[config.mk]
export PLATFORM = sky130hd
export DESIGN_NAME = general_and_hblank_vram_dma_unit
export DESIGN_NICKNAME = d
export VERILOG_FILES = /design/src/design/gvd_pkg.sv /design/src/design/gvd_front.sv /design/src/design/gvd_queue.sv /design/src/design/gvd_back.sv /design/src/design/general_and_hblank_vram_dma_unit.sv
export VERILOG_INCLUDE_DIRS = /design/src /design/src/design
export SDC_FILE = /design/constraint.sdc
export NUM_CORES = 1
export LEC_CHECK = 0
export BUFFER_PORTS_ARGS = -buffer_cell sky130_fd_sc_hd__buf_2
export CELL_PAD_IN_SITES_DETAIL_PLACEMENT = 1
export CELL_PAD_IN_SITES_GLOBAL_PLACEMENT = 1
export CORE_UTILIZATION = 47
export DETAILED_ROUTE_END_ITERATION = 8
export GPL_TIMING_DRIVEN = 0
export HOLD_SLACK_MARGIN = 0.03
export PLACE_DENSITY = 0.72
export RECOVER_POWER = 25
export SLEW_MARGIN = 20
export SYNTH_ARGS = -nofsm -noshare
export SYNTH_HDL_FRONTEND = slang
export SYNTH_HIERARCHICAL = 1
export SYNTH_SLANG_ARGS = --single-unit
[constraint.sdc]
create_clock -name i_clk -period 5.9 [get_ports i_clk]
set_clock_uncertainty 0.2 [all_clocks]
set_input_delay 0.295 -clock i_clk [delete_from_list [all_inputs] [get_ports i_clk]]
set_output_delay 0.295 -clock i_clk [all_outputs]
set_load 0.01 [all_outputs]
[src/design/general_and_hblank_vram_dma_unit_assert.svh]
// Assertion macros for the VRAM DMA unit.
`ifndef GENERAL_AND_HBLANK_VRAM_DMA_UNIT_ASSERT_SVH
`define GENERAL_AND_HBLANK_VRAM_DMA_UNIT_ASSERT_SVH

`ifndef NO_ASSERTIONS
`define GVD_ASSERT_NOW(lbl, clk, rst_n, ante, cons, msg) \
    lbl: assert property (@(posedge clk) disable iff (!rst_n) (ante) |-> (cons)) \
        else $error(msg);
`define GVD_ASSERT_NEXT(lbl, clk, rst_n, ante, cons, msg) \
    lbl: assert property (@(posedge clk) disable iff (!rst_n) (ante) |=> (cons)) \
        else $error(msg);
`else
`define GVD_ASSERT_NOW(lbl, clk, rst_n, ante, cons, msg)
`define GVD_ASSERT_NEXT(lbl, clk, rst_n, ante, cons, msg)
`endif

`endif

[src/design/gvd_pkg.sv]
`default_nettype none
package gvd_pkg;

    localparam int BLOCK_CYCLES = 32;
    localparam int BLOCK_BYTES  = 16;
    localparam int Q_DEPTH      = 4;

    typedef enum logic [1:0] {
        OP_WRITE  = 2'd0,
        OP_READ   = 2'd1,
        OP_TICK   = 2'd2,
        OP_HBLANK = 2'd3
    } t_op;

    typedef enum logic [1:0] {
        MODE_NONE    = 2'd0,
        MODE_GENERAL = 2'd1,
        MODE_HBLANK  = 2'd2
    } t_mode;

    localparam logic [2:0] REG_SRC_HI = 3'd0;
    localparam logic [2:0] REG_SRC_LO = 3'd1;
    localparam logic [2:0] REG_DST_HI = 3'd2;
    localparam logic [2:0] REG_DST_LO = 3'd3;
    localparam logic [2:0] REG_CTRL   = 3'd4;

    localparam logic KIND_READ = 1'b0;
    localparam logic KIND_COPY = 1'b1;

    // One queued job: a read reply or a whole block of copies.
    typedef struct packed {
        logic        kind;
        logic [7:0]  data;
        logic [15:0] src;
        logic [12:0] dst;
    } t_cmd;

endpackage
`default_nettype wire

[src/design/gvd_front.sv]
`default_nettype none
module gvd_front (
    input  wire logic          i_clk,
    input  wire logic          i_rst_n,
    input  wire logic          i_accept,
    input  wire logic [1:0]    i_operation,
    input  wire logic [2:0]    i_reg_index,
    input  wire logic [7:0]    i_write_data,
    input  wire logic          i_in_hblank,
    input  wire logic          i_cpu_halted,
    input  wire logic [2:0]    i_tcycles_this_tick,
    output logic               o_push,
    output gvd_pkg::t_cmd      o_cmd
);
    localparam logic [6:0] BlockCyc = 7'(gvd_pkg::BLOCK_CYCLES);
    localparam logic [15:0] BlockLen = 16'(gvd_pkg::BLOCK_BYTES);

    logic [15:0]    r_src, n_src;
    logic [15:0]    r_dst, n_dst;
    logic [7:0]     r_blocks, n_blocks;
    gvd_pkg::t_mode r_mode, n_mode;
    logic           r_active, n_active;
    logic [5:0]     r_acc, n_acc;

    logic [6:0]     sum, sum_adj;
    logic           fire;
    logic [7:0]     blocks_dec;
    logic [15:0]    dst_next;
    gvd_pkg::t_op   op;

    assign op         = gvd_pkg::t_op'(i_operation);
    assign sum        = {1'b0, r_acc} + {4'b0, i_tcycles_this_tick};
    assign fire       = (sum >= BlockCyc);
    assign sum_adj    = fire ? (sum - BlockCyc) : sum;
    assign blocks_dec = r_blocks - 8'd1;
    assign dst_next   = r_dst + BlockLen;

    always_comb begin
        n_src    = r_src;
        n_dst    = r_dst;
        n_blocks = r_blocks;
        n_mode   = r_mode;
        n_active = r_active;
        n_acc    = r_acc;
        o_push   = 1'b0;
        o_cmd    = '0;
        if (i_accept) begin
            unique case (op)
                gvd_pkg::OP_WRITE: begin
                    unique case (i_reg_index)
                        gvd_pkg::REG_SRC_HI: n_src[15:8] = i_write_data;
                        gvd_pkg::REG_SRC_LO: n_src[7:0]  = i_write_data & 8'hF0;
                        gvd_pkg::REG_DST_HI: n_dst[15:8] = i_write_data;
                        gvd_pkg::REG_DST_LO: n_dst[7:0]  = i_write_data & 8'hF0;
                        gvd_pkg::REG_CTRL: begin
                            n_blocks = {1'b0, i_write_data[6:0]};
                            if (r_mode != gvd_pkg::MODE_NONE) begin
                                if (!i_write_data[7]) begin
                                    n_mode   = gvd_pkg::MODE_NONE;
                                    n_active = 1'b0;
                                end
                            end else begin
                                n_acc = '0;
                                if (i_write_data[7]) begin
                                    n_mode   = gvd_pkg::MODE_HBLANK;
                                    n_active = i_in_hblank;
                                end else begin
                                    n_mode   = gvd_pkg::MODE_GENERAL;
                                    n_active = 1'b1;
                                end
                            end
                        end
                        default: ;
                    endcase
                end
                gvd_pkg::OP_READ: begin
                    o_push     = 1'b1;
                    o_cmd.kind = gvd_pkg::KIND_READ;
                    o_cmd.data = (i_reg_index == gvd_pkg::REG_CTRL) ?
                                 {(r_mode == gvd_pkg::MODE_NONE), r_blocks[6:0]} : 8'hFF;
                end
                gvd_pkg::OP_TICK: begin
                    if (r_active && !i_cpu_halted) begin
                        if (fire) begin
                            o_push     = 1'b1;
                            o_cmd.kind = gvd_pkg::KIND_COPY;
                            o_cmd.src  = r_src;
                            o_cmd.dst  = r_dst[12:0];
                            n_src      = r_src + BlockLen;
                            n_dst      = dst_next;
                            n_blocks   = blocks_dec;
                            if (blocks_dec == 8'hFF || dst_next == 16'h0000) begin
                                n_mode   = gvd_pkg::MODE_NONE;
                                n_active = 1'b0;
                            end else if (r_mode == gvd_pkg::MODE_HBLANK) begin
                                n_active = 1'b0;
                            end
                        end
                        n_acc = (sum_adj > 7'd63) ? 6'd63 : sum_adj[5:0];
                    end
                end
                gvd_pkg::OP_HBLANK: begin
                    if (r_mode == gvd_pkg::MODE_HBLANK && !r_active) begin
                        n_active = 1'b1;
                    end
                end
                default: ;
            endcase
        end
    end

    always_ff @(posedge i_clk) begin
        if (!i_rst_n) begin
            r_src    <= '0;
            r_dst    <= '0;
            r_blocks <= '0;
            r_mode   <= gvd_pkg::MODE_NONE;
            r_active <= 1'b0;
            r_acc    <= '0;
        end else begin
            r_src    <= n_src;
            r_dst    <= n_dst;
            r_blocks <= n_blocks;
            r_mode   <= n_mode;
            r_active <= n_active;
            r_acc    <= n_acc;
        end
    end
endmodule
`default_nettype wire

[src/design/gvd_queue.sv]
`default_nettype none
module gvd_queue #(
    parameter int DEPTH = gvd_pkg::Q_DEPTH
) (
    input  wire logic          i_clk,
    input  wire logic          i_rst_n,
    input  wire logic          i_push,
    input  wire gvd_pkg::t_cmd i_cmd,
    input  wire logic          i_pop,
    output gvd_pkg::t_cmd      o_head,
    output logic               o_empty,
    output logic               o_full
);
    localparam int AW = (DEPTH > 1) ? $clog2(DEPTH) : 1;
    localparam int CW = $clog2(DEPTH + 1);
    localparam logic [AW-1:0] LastIdx = AW'(DEPTH - 1);
    localparam logic [CW-1:0] Full    = CW'(DEPTH);

    gvd_pkg::t_cmd r_mem [DEPTH];
    logic [AW-1:0] r_wr, r_rd;
    logic [CW-1:0] r_cnt;
    logic          do_push, do_pop;

    assign o_empty = (r_cnt == '0);
    assign o_full  = (r_cnt == Full);
    assign o_head  = r_mem[r_rd];
    assign do_push = i_push && !o_full;
    assign do_pop  = i_pop && !o_empty;

    always_ff @(posedge i_clk) begin
        if (do_push) begin
            r_mem[r_wr] <= i_cmd;
        end
    end

    always_ff @(posedge i_clk) begin
        if (!i_rst_n) begin
            r_wr  <= '0;
            r_rd  <= '0;
            r_cnt <= '0;
        end else begin
            if (do_push) begin
                r_wr <= (r_wr == LastIdx) ? '0 : r_wr + AW'(1);
            end
            if (do_pop) begin
                r_rd <= (r_rd == LastIdx) ? '0 : r_rd + AW'(1);
            end
            if (do_push && !do_pop) begin
                r_cnt <= r_cnt + CW'(1);
            end else if (do_pop && !do_push) begin
                r_cnt <= r_cnt - CW'(1);
            end
        end
    end
endmodule
`default_nettype wire

[src/design/gvd_back.sv]
`default_nettype none
module gvd_back (
    input  wire logic          i_clk,
    input  wire logic          i_rst_n,
    input  wire gvd_pkg::t_cmd i_head,
    input  wire logic          i_empty,
    output logic               o_pop,
    input  wire logic          i_stall,
    output logic               o_valid,
    output logic               o_result_kind,
    output logic [7:0]         o_read_data,
    output logic [15:0]        o_copy_source,
    output logic [12:0]        o_copy_dest,
    output logic               o_last_of_block
);
    localparam int BW = $clog2(gvd_pkg::BLOCK_BYTES);
    localparam logic [BW-1:0] LastBeat = BW'(gvd_pkg::BLOCK_BYTES - 1);

    gvd_pkg::t_cmd r_ent;
    logic          r_busy;
    logic [BW-1:0] r_beat;
    logic          take, done;

    assign take  = r_busy && !i_stall;
    assign done  = take && (r_ent.kind == gvd_pkg::KIND_READ || r_beat == LastBeat);
    assign o_pop = (!r_busy || done) && !i_empty;

    assign o_valid       = r_busy;
    assign o_result_kind = r_ent.kind;
    always_comb begin
        if (r_ent.kind == gvd_pkg::KIND_COPY) begin
            o_read_data     = '0;
            o_copy_source   = r_ent.src + 16'(r_beat);
            o_copy_dest     = r_ent.dst + 13'(r_beat);
            o_last_of_block = (r_beat == LastBeat);
        end else begin
            o_read_data     = r_ent.data;
            o_copy_source   = '0;
            o_copy_dest     = '0;
            o_last_of_block = 1'b0;
        end
    end

    always_ff @(posedge i_clk) begin
        if (o_pop) begin
            r_ent <= i_head;
        end
    end

    always_ff @(posedge i_clk) begin
        if (!i_rst_n) begin
            r_busy <= 1'b0;
            r_beat <= '0;
        end else if (o_pop) begin
            r_busy <= 1'b1;
            r_beat <= '0;
        end else if (done) begin
            r_busy <= 1'b0;
        end else if (take) begin
            r_beat <= r_beat + BW'(1);
        end
    end
endmodule
`default_nettype wire

[src/design/general_and_hblank_vram_dma_unit.sv]
// Channel | Direction | Handshake          | Beat
// in      | in        | i_valid / o_stall  | one bus item: write, read, tick, hblank
// out     | out       | o_valid / i_stall  | one read reply or one byte copy
//
// An item is taken every cycle while the command queue has room.
// A read costs one out beat; a tick that completes a block queues a job that
// the back end plays out as 16 beats, one per cycle while i_stall is low, so
// sustained tick rate is bounded by the 16-beat drain of each block through the
// single output port. Reset is synchronous.
// o_stall rises only when the queue is full; out stalls freeze the beat counter.
`default_nettype none
`include "general_and_hblank_vram_dma_unit_assert.svh"
module general_and_hblank_vram_dma_unit #(
    parameter int Q_DEPTH = gvd_pkg::Q_DEPTH
) (
    input  wire logic        i_clk,
    input  wire logic        i_rst_n,
    input  wire logic        i_valid,
    output logic             o_stall,
    input  wire logic [1:0]  i_operation,
    input  wire logic [2:0]  i_reg_index,
    input  wire logic [7:0]  i_write_data,
    input  wire logic        i_in_hblank,
    input  wire logic        i_cpu_halted,
    input  wire logic [2:0]  i_tcycles_this_tick,
    output logic             o_valid,
    input  wire logic        i_stall,
    output logic             o_result_kind,
    output logic [7:0]       o_read_data,
    output logic [15:0]      o_copy_source,
    output logic [12:0]      o_copy_dest,
    output logic             o_last_of_block
);
    gvd_pkg::t_cmd push_cmd, head;
    logic          push, pop, q_empty, q_full, in_acc;

    assign o_stall = q_full;
    assign in_acc  = i_valid && !q_full;

    gvd_front u_front (
        .i_clk               (i_clk),
        .i_rst_n             (i_rst_n),
        .i_accept            (in_acc),
        .i_operation         (i_operation),
        .i_reg_index         (i_reg_index),
        .i_write_data        (i_write_data),
        .i_in_hblank         (i_in_hblank),
        .i_cpu_halted        (i_cpu_halted),
        .i_tcycles_this_tick (i_tcycles_this_tick),
        .o_push              (push),
        .o_cmd               (push_cmd)
    );

    gvd_queue #(
        .DEPTH (Q_DEPTH)
    ) u_queue (
        .i_clk   (i_clk),
        .i_rst_n (i_rst_n),
        .i_push  (push),
        .i_cmd   (push_cmd),
        .i_pop   (pop),
        .o_head  (head),
        .o_empty (q_empty),
        .o_full  (q_full)
    );

    gvd_back u_back (
        .i_clk           (i_clk),
        .i_rst_n         (i_rst_n),
        .i_head          (head),
        .i_empty         (q_empty),
        .o_pop           (pop),
        .i_stall         (i_stall),
        .o_valid         (o_valid),
        .o_result_kind   (o_result_kind),
        .o_read_data     (o_read_data),
        .o_copy_source   (o_copy_source),
        .o_copy_dest     (o_copy_dest),
        .o_last_of_block (o_last_of_block)
    );

    // a block keeps going until its last beat is taken
    `GVD_ASSERT_NEXT(a_block_continues, i_clk, i_rst_n, o_valid && !i_stall && o_result_kind && !o_last_of_block, o_valid && o_result_kind, "block cut short")
    `GVD_ASSERT_NOW(a_last_only_on_copy, i_clk, i_rst_n, o_valid && o_last_of_block, o_result_kind, "last flag on read reply")
    `GVD_ASSERT_NOW(a_push_has_room, i_clk, i_rst_n, push, !q_full, "push into full queue")
endmodule
`default_nettype wire
# Word level (Yosys, flattened, before mapping)
# Memory sizes are Yosys's and may differ from the RTL's. A register that Yosys moved wholly into a read port is not among the register bits.
# Cells that the tools add are included.
# word_totals
ff_bits	61
latch_bits	0
mem_bits_rw	152
mem_bits_ro	0
mem_count	1
# mem_list
memory	depth	width	read_ports	rd_ports_with_merged_regs	write_ports	line_no	text
u_queue.r_mem	4	38	1	1	1	gvd_queue.sv:19	gvd_pkg::t_cmd r_mem [DEPTH];
# op_classes
add_sub_neg	12
mul	0
n_div	0
order_cmp	2
eq_ne	25
n_shift	0
n_mux	61
bitwise_logic	3
reduce_logical	41
# ops
op	count
29-bit two-way mux	3
16-bit two-way mux	5
8-bit two-way mux	10
16-bit one-hot mux with 2 select lines	2
38-bit two-way mux	1
16-bit by 5-bit adder with 16-bit output, second input constant	2
5-bit AND reduction	6
6-bit two-way mux	4
1-bit two-way mux	18
2-bit two-way mux	9
16-bit by 4-bit adder with 16-bit output	1
16-bit zero test	1
8-bit one-hot mux with 2 select lines	1
13-bit by 4-bit adder with 13-bit output	1
13-bit two-way mux	1
6-bit one-hot mux with 2 select lines	1
2-bit equality test, second input constant	5
1-bit logical AND	10
2-bit by 1-bit inequality test with 1-bit output, second input constant	5
2-bit inequality test, second input constant	5
8-bit equality test, second input constant	1
1-bit zero test	8
8-bit AND reduction	1
2-bit nonzero test	4
29 further kinds	39

# Logic depth before layout (Yosys ltp)
# depth
ltp_word	11
depth_mapped	18
mapped_depth_nobuf	16

# Cells and area by module
# Netlist, hierarchy kept.
# modules_own_cells
module	instances	cells_each	area_each_um2
gvd_queue	1	249	5978.2
gvd_front	1	447	3265.6
gvd_back	1	202	2311.0
general_and_hblank_vram_dma_unit	1	1	13.8

# Worst setup path after synthesis
# OpenSTA, ideal clock, no wires.
# synth_timing
path_type	reg-to-reg
start	reg u_back.r_beat[1]
end	reg u_queue.r_cnt[2]
arrival_ps	4088
path_slack_ps	1536
path_stages_with_launch	12
path_buffers	0
synth_period_minus_slack_ps	4364
path_cell_list	dfxtp_1 -> ha_1 -> and3_1 -> o21ai_0 -> nor2_1 -> o31ai_1 -> ha_1 -> inv_1 -> fa_1 -> xor2_1 -> or3_1 -> a21boi_0
# synth_via
elab_chain_len	9
elab_cells_between_ends	11
classes_between	1 x eq/ne; 1 x mux; 9 x reduce/logical
# synth_lines
element	line_no	text
start, declared	gvd_back.sv:21	logic [BW-1:0] r_beat;
start signal, assigned	gvd_back.sv:60	r_beat <= r_beat + BW'(1);
4-bit equality test (*)	gvd_back.sv:25	assign done = take && (r_ent.kind == gvd_pkg::KIND_READ || r_beat == LastBeat);
1-bit logical OR (*)	gvd_back.sv:25	
1-bit logical AND (*)	gvd_back.sv:25	
1-bit logical OR (*)	gvd_back.sv:26	assign o_pop = (!r_busy || done) && !i_empty;
1-bit logical AND (*)	gvd_back.sv:26	
via pop	general_and_hblank_vram_dma_unit.sv:35	logic push, pop, q_empty, q_full, in_acc;
1-bit logical AND (*)	gvd_queue.sv:28	assign do_pop = i_pop && !o_empty;
1-bit zero test	gvd_queue.sv:48	if (do_push && !do_pop) begin
1-bit logical AND	gvd_queue.sv:48	
3-bit two-way mux or 2-bit nonzero test (tied branches)	n/a	
end signal, assigned	gvd_queue.sv:49	r_cnt <= r_cnt + CW'(1);
end signal, assigned	gvd_queue.sv:51	r_cnt <= r_cnt - CW'(1);
end, declared	gvd_queue.sv:21	logic [CW-1:0] r_cnt;
# The timed path passes the listed nets; every way through them passes the cells marked *.
# A chain may end at the register's enable or synchronous reset.

# Worst setup path after layout
# layout_timing
start	reg u_front.r_acc[0]
end	reg u_queue.r_cnt[2]
# layout_via
elab_chain_len	10
elab_cells_between_ends	12
classes_between	1 x add/sub; 1 x order compare; 5 x mux; 5 x reduce/logical
# layout_lines
element	line_no	text
start, declared	gvd_front.sv:23	logic [5:0] r_acc, n_acc;
start signal, assigned	gvd_front.sv:126	r_acc <= n_acc;
6-bit by 3-bit adder with 7-bit output (*)	gvd_front.sv:32	assign sum = {1'b0, r_acc} + {4'b0, i_tcycles_this_tick};
7-bit by 6-bit greater-or-equal comparator with 1-bit output (*)	gvd_front.sv:33	assign fire = (sum >= BlockCyc);
1-bit two-way mux (*)	gvd_front.sv:84	if (fire) begin
1-bit two-way mux (*)	gvd_front.sv:83	if (r_active && !i_cpu_halted) begin
1-bit one-hot mux with 2 select lines (*)	gvd_front.sv:48	unique case (op)
1-bit two-way mux (*)	gvd_front.sv:47	if (i_accept) begin
via push	general_and_hblank_vram_dma_unit.sv:35	
1-bit logical AND (*)	gvd_queue.sv:27	assign do_push = i_push && !o_full;
via u_queue.do_push	gvd_queue.sv:22	logic do_push, do_pop;
1-bit zero test	gvd_queue.sv:50	end else if (do_pop && !do_push) begin
1-bit logical AND	gvd_queue.sv:50	
2-bit nonzero test (no line)	n/a	
# Marks and branches as above.

==> results_dict.tcl <==
set metrics [dict create \
    worst_setup_path_end_kind "register" \
    pin_count 63 \
    antennaDiodeCount 0 \
    grt_pass1_vias 7976 \
    rsz0062_at_grt "no" \
    synth_edf_count 190 \
    grt_overflow 0 \
    drv_slew 19 \
    die_x_um 158.9 \
    clkSlewWorstSetupHoldPaths_ns 0.06 \
    pwr-share-seq_pct 47.3 \
    async_reset_ff_share_pct 0 \
    vias_per_cell 5.669 \
    synth.cell_area_mm2 0.01157 \
    relSlewSlack_pct -9.285 \
    die_y_um 158.9 \
    internal_power_mw 3.299 \
    cpMaxStageDelayCell "nor3b_2" \
    drc 0 \
    cts-root-buf "clkbuf_16" \
    drtPass1Iterations 6 \
    drv_cap 1 \
    h-tree-depth 1 \
    synthDistinctLibCells 73 \
    max_slew.worst_pin.slew_ns 1.633 \
    power_density_mw_per_mm2 345.9 \
    seqCellArea_mm2 0.006807 \
    nNetsFinal 1059 \
    crit_chain "ha_1, fa_1, a21o_1, a32oi_1, o2111ai_2, o21ai_1, nor3b_2, buf_2, o21a_1, nor2b_1, buf_2, ha_1, inv_1, fa_1, xor2_1, or3_1, a21boi_0" \
    drive_gt1_share_pct 16.59 \
    postRouteAntennaNets 0 \
    reg2reg_slack_ns 0.94 \
    yosysWarnings 6 \
    rows 57 \
    critPathLaunchType "register" \
    min_to "u_front/r_active" \
    clock.fmax_ghz 0.2015 \
    cts_tree "built" \
    synth_seq_area_share_pct 58.84 \
    postCtsResizedCells 0 \
    area_growth_syn_to_layout_pct 14.36 \
    synth_top_area_share_pct 49.32 \
    ys.flop_type "edfxtp_1" \
    required_ns 6.13 \
    violations "max-capacitance violations, max-slew violations" \
    clk_path_buf_depth 3 \
    finalHoldViolations 0 \
    cpPeakStageDelay_ns 0.47 \
    vdd_drop_max_v 0.0001865 \
    finalSetupViolCount 0 \
    hold_path_depth 5 \
    initial_core_util_pct 47.71 \
    track_usage_pct 22.68 \
    routed_wl_mm 28.30 \
    numCtsBuffers 25 \
    p_sw_share_pct 27.93 \
    wl_per_cell_um 20.98 \
    core_area_mm2 0.02425 \
    grt_first_pass_wirelength_mm 44.96 \
    fin_setup_tns_ns 0 \
    min_from "i_operation[0]" \
    mostFrequentLayoutCells "190 x edfxtp_1, 64 x nand2_1, 56 x o21ai_0, 55 x dfxtp_1, 54 x nor2_1" \
    dieArea_mm2 0.02525 \
    drt_iter0_drc 441 \
    stdcell_count 1349 \
    clkLatencyLatePin_ns 0.51 \
    yosys-top-cells-area "edfxtp_1 49%, dfxtp_1 9.5%, mux4_2 7.4%" \
    final_common_cell "edfxtp_1" \
    synth_seq_cells 245 \
    dp.cells 1297 \
    hpwl_mm 20.31 \
    multi_input_area_mm2 0.004447 \
    critPathKind "reg2reg" \
    vias 7648 \
    r2r_start "u_front/r_acc[0]" \
    antenna_found_initial 0 \
    cts_sinks 245 \
    grt_max_degree 28 \
    reg2reg_to "u_queue/r_cnt[2]" \
    cp.arrival_ns 5.19 \
    dpl_cell_area_mm2 0.01244 \
    post-route-cell-area_mm2 0.01323 \
    synth_largest_area_cell "edfxtp_1" \
    place.gp.congestion 0.8391 \
    cp_max_fo 13 \
    post_cts_buffers 0 \
    min_path_type "in2reg" \
    num-fill-cells 2544 \
    utilization_pct 54.56 \
    min_period_ns 4.962 \
    status "complete, but fails checks" \
    path_delay_family "compound AO/OA/AOI/OAI gates" \
    p_sw_mw 1.278 \
    syn-instance-count 899 \
    io_buffers 62 \
    r2r_cells 17 \
    syn_area_per_cell_um2 12.87 \
    cp_num_buf_inv 3 \
    p_leak_nw 4.517 \
    comb_power_share_pct 18.6 \
    pwr-share-clk_pct 34.1 \
    post-route-period-util_pct 84.10 \
]
## how the worst max path moves through the flow
| stage | startpoint | endpoint | slack [ns] | cells past startpoint |
|---|---|---|---|---|
| 2_1_floorplan | u_back/r_beat[1] | u_queue/r_cnt[2] | 1.54 | 11 |
| 3_3_place_gp | u_back/r_beat[1] | u_queue/r_cnt[2] | 0.17 | 11 |
| 3_5_place_dp | i_tcycles_this_tick[0] | u_queue/r_cnt[2] | 0.89 | 18 |
| 4_1_cts | u_front/r_acc[0] | u_queue/r_cnt[2] | 0.94 | 17 |
| 5_1_grt | u_front/r_acc[0] | u_queue/r_cnt[2] | 0.65 | 17 |
| 6_report | u_front/r_acc[0] | u_queue/r_cnt[2] | 0.94 | 17 |
## layout make-up
type / count / share of cell area (%)
buffer: 46 / 1.655
clock buffer: 31 / 4.899
clock inverter: 15 / 1.239
inverter: 20 / 0.5674
multi-input combinational: 595 / 33.61
sequential: 245 / 51.45
tap: 324 / 3.064
timing repair buffer: 73 / 3.518
## cell usage after synthesis, types with 12 or more instances
library cell	instances
a21o_1	13
a21oi_1	49
and2_1	33
clkbuf_1	24
dfxtp_1	55
edfxtp_1	190
ha_1	27
inv_1	18
mux2i_1	12
mux4_2	38
nand2_1	64
nand3_1	25
nor2_1	54
nor2b_1	18
nor3_1	24
o21a_1	12
o21ai_0	56
xnor2_1	17
## layer usage
layer / part of all wire, % / up-vias / track usage (%) / wire (um)
met2: 51 / 182 / 40.49 / 14350
met4: 2.3 / 0 / 6.119 / 644
met1: 43 / 3820 / 29.15 / 12200
met5: 0 / - / 0 / 0
met3: 3.9 / 42 / 2.638 / 1106
li1: - / 3604 / - / -
## stage by stage
step | power (mW) | hold WS [ns] | setup slack [ns]
global route | 4.776 | 0.09931 | 0.6462
floorplan | 2.729 | 0.2126 | 1.536
CTS | 4.657 | 0.04592 | 0.9397
global placement | 3.028 | 0.2539 | 0.1657
finish | 4.577 | 0.06208 | 0.9378
detailed placement | 3.086 | 0.2679 | 0.8935
## state kept, by name (all words and copies together), names as in the netlist, 3 cells and up, named ones only
name	count
u_back/r_beat	4
u_back/r_ent	37
u_front/r_blocks	8
u_front/r_acc	6
u_queue/r_cnt	3
u_front/r_src	12
u_front/r_dst	12
u_queue/r_mem	152
## worst reg2reg max path: stages, from the launching register on
cell       delay (ns)
dfxtp_1          0.32
ha_1             0.22
fa_1             0.43
a21o_1           0.19
a32oi_1          0.33
o2111ai_2        0.26
o21ai_1          0.36
nor3b_2          0.47
buf_2            0.32
o21a_1           0.19
nor2b_1          0.13
buf_2            0.19
ha_1             0.21
inv_1            0.06
fa_1             0.38
xor2_1           0.16
or3_1            0.30
a21boi_0         0.16
## cell families after synthesis
group	count (synthesis)	synth area share [%]
buffers and inverters	66	2.888
adder cells (fa/ha/maj)	31	3.612
multiplexers	50	8.436
flip-flops	245	58.84
XOR/XNOR	24	1.817
AND/OR/NAND/NOR	287	13.05
AO/OA/AOI/OAI	195	11.32
other	1	0.03242
## power groups by stage
stage               clock network (mW)  logic [mW]  registers [mW]
floorplan                            0       0.568            2.16
global route                      1.66       0.934            2.19
global placement                     0       0.823            2.20
detailed placement                   0       0.884            2.20
CTS                               1.60       0.896            2.17
finish                            1.56       0.850            2.17
## repair_timing
action                                 in CTS  in global routing
endpoints found under the hold margin      11                  0
hold buffers                                6                  0
setup endpoints to repair                   0                  0
No activity file was read; power rests on OpenSTA's default activity.
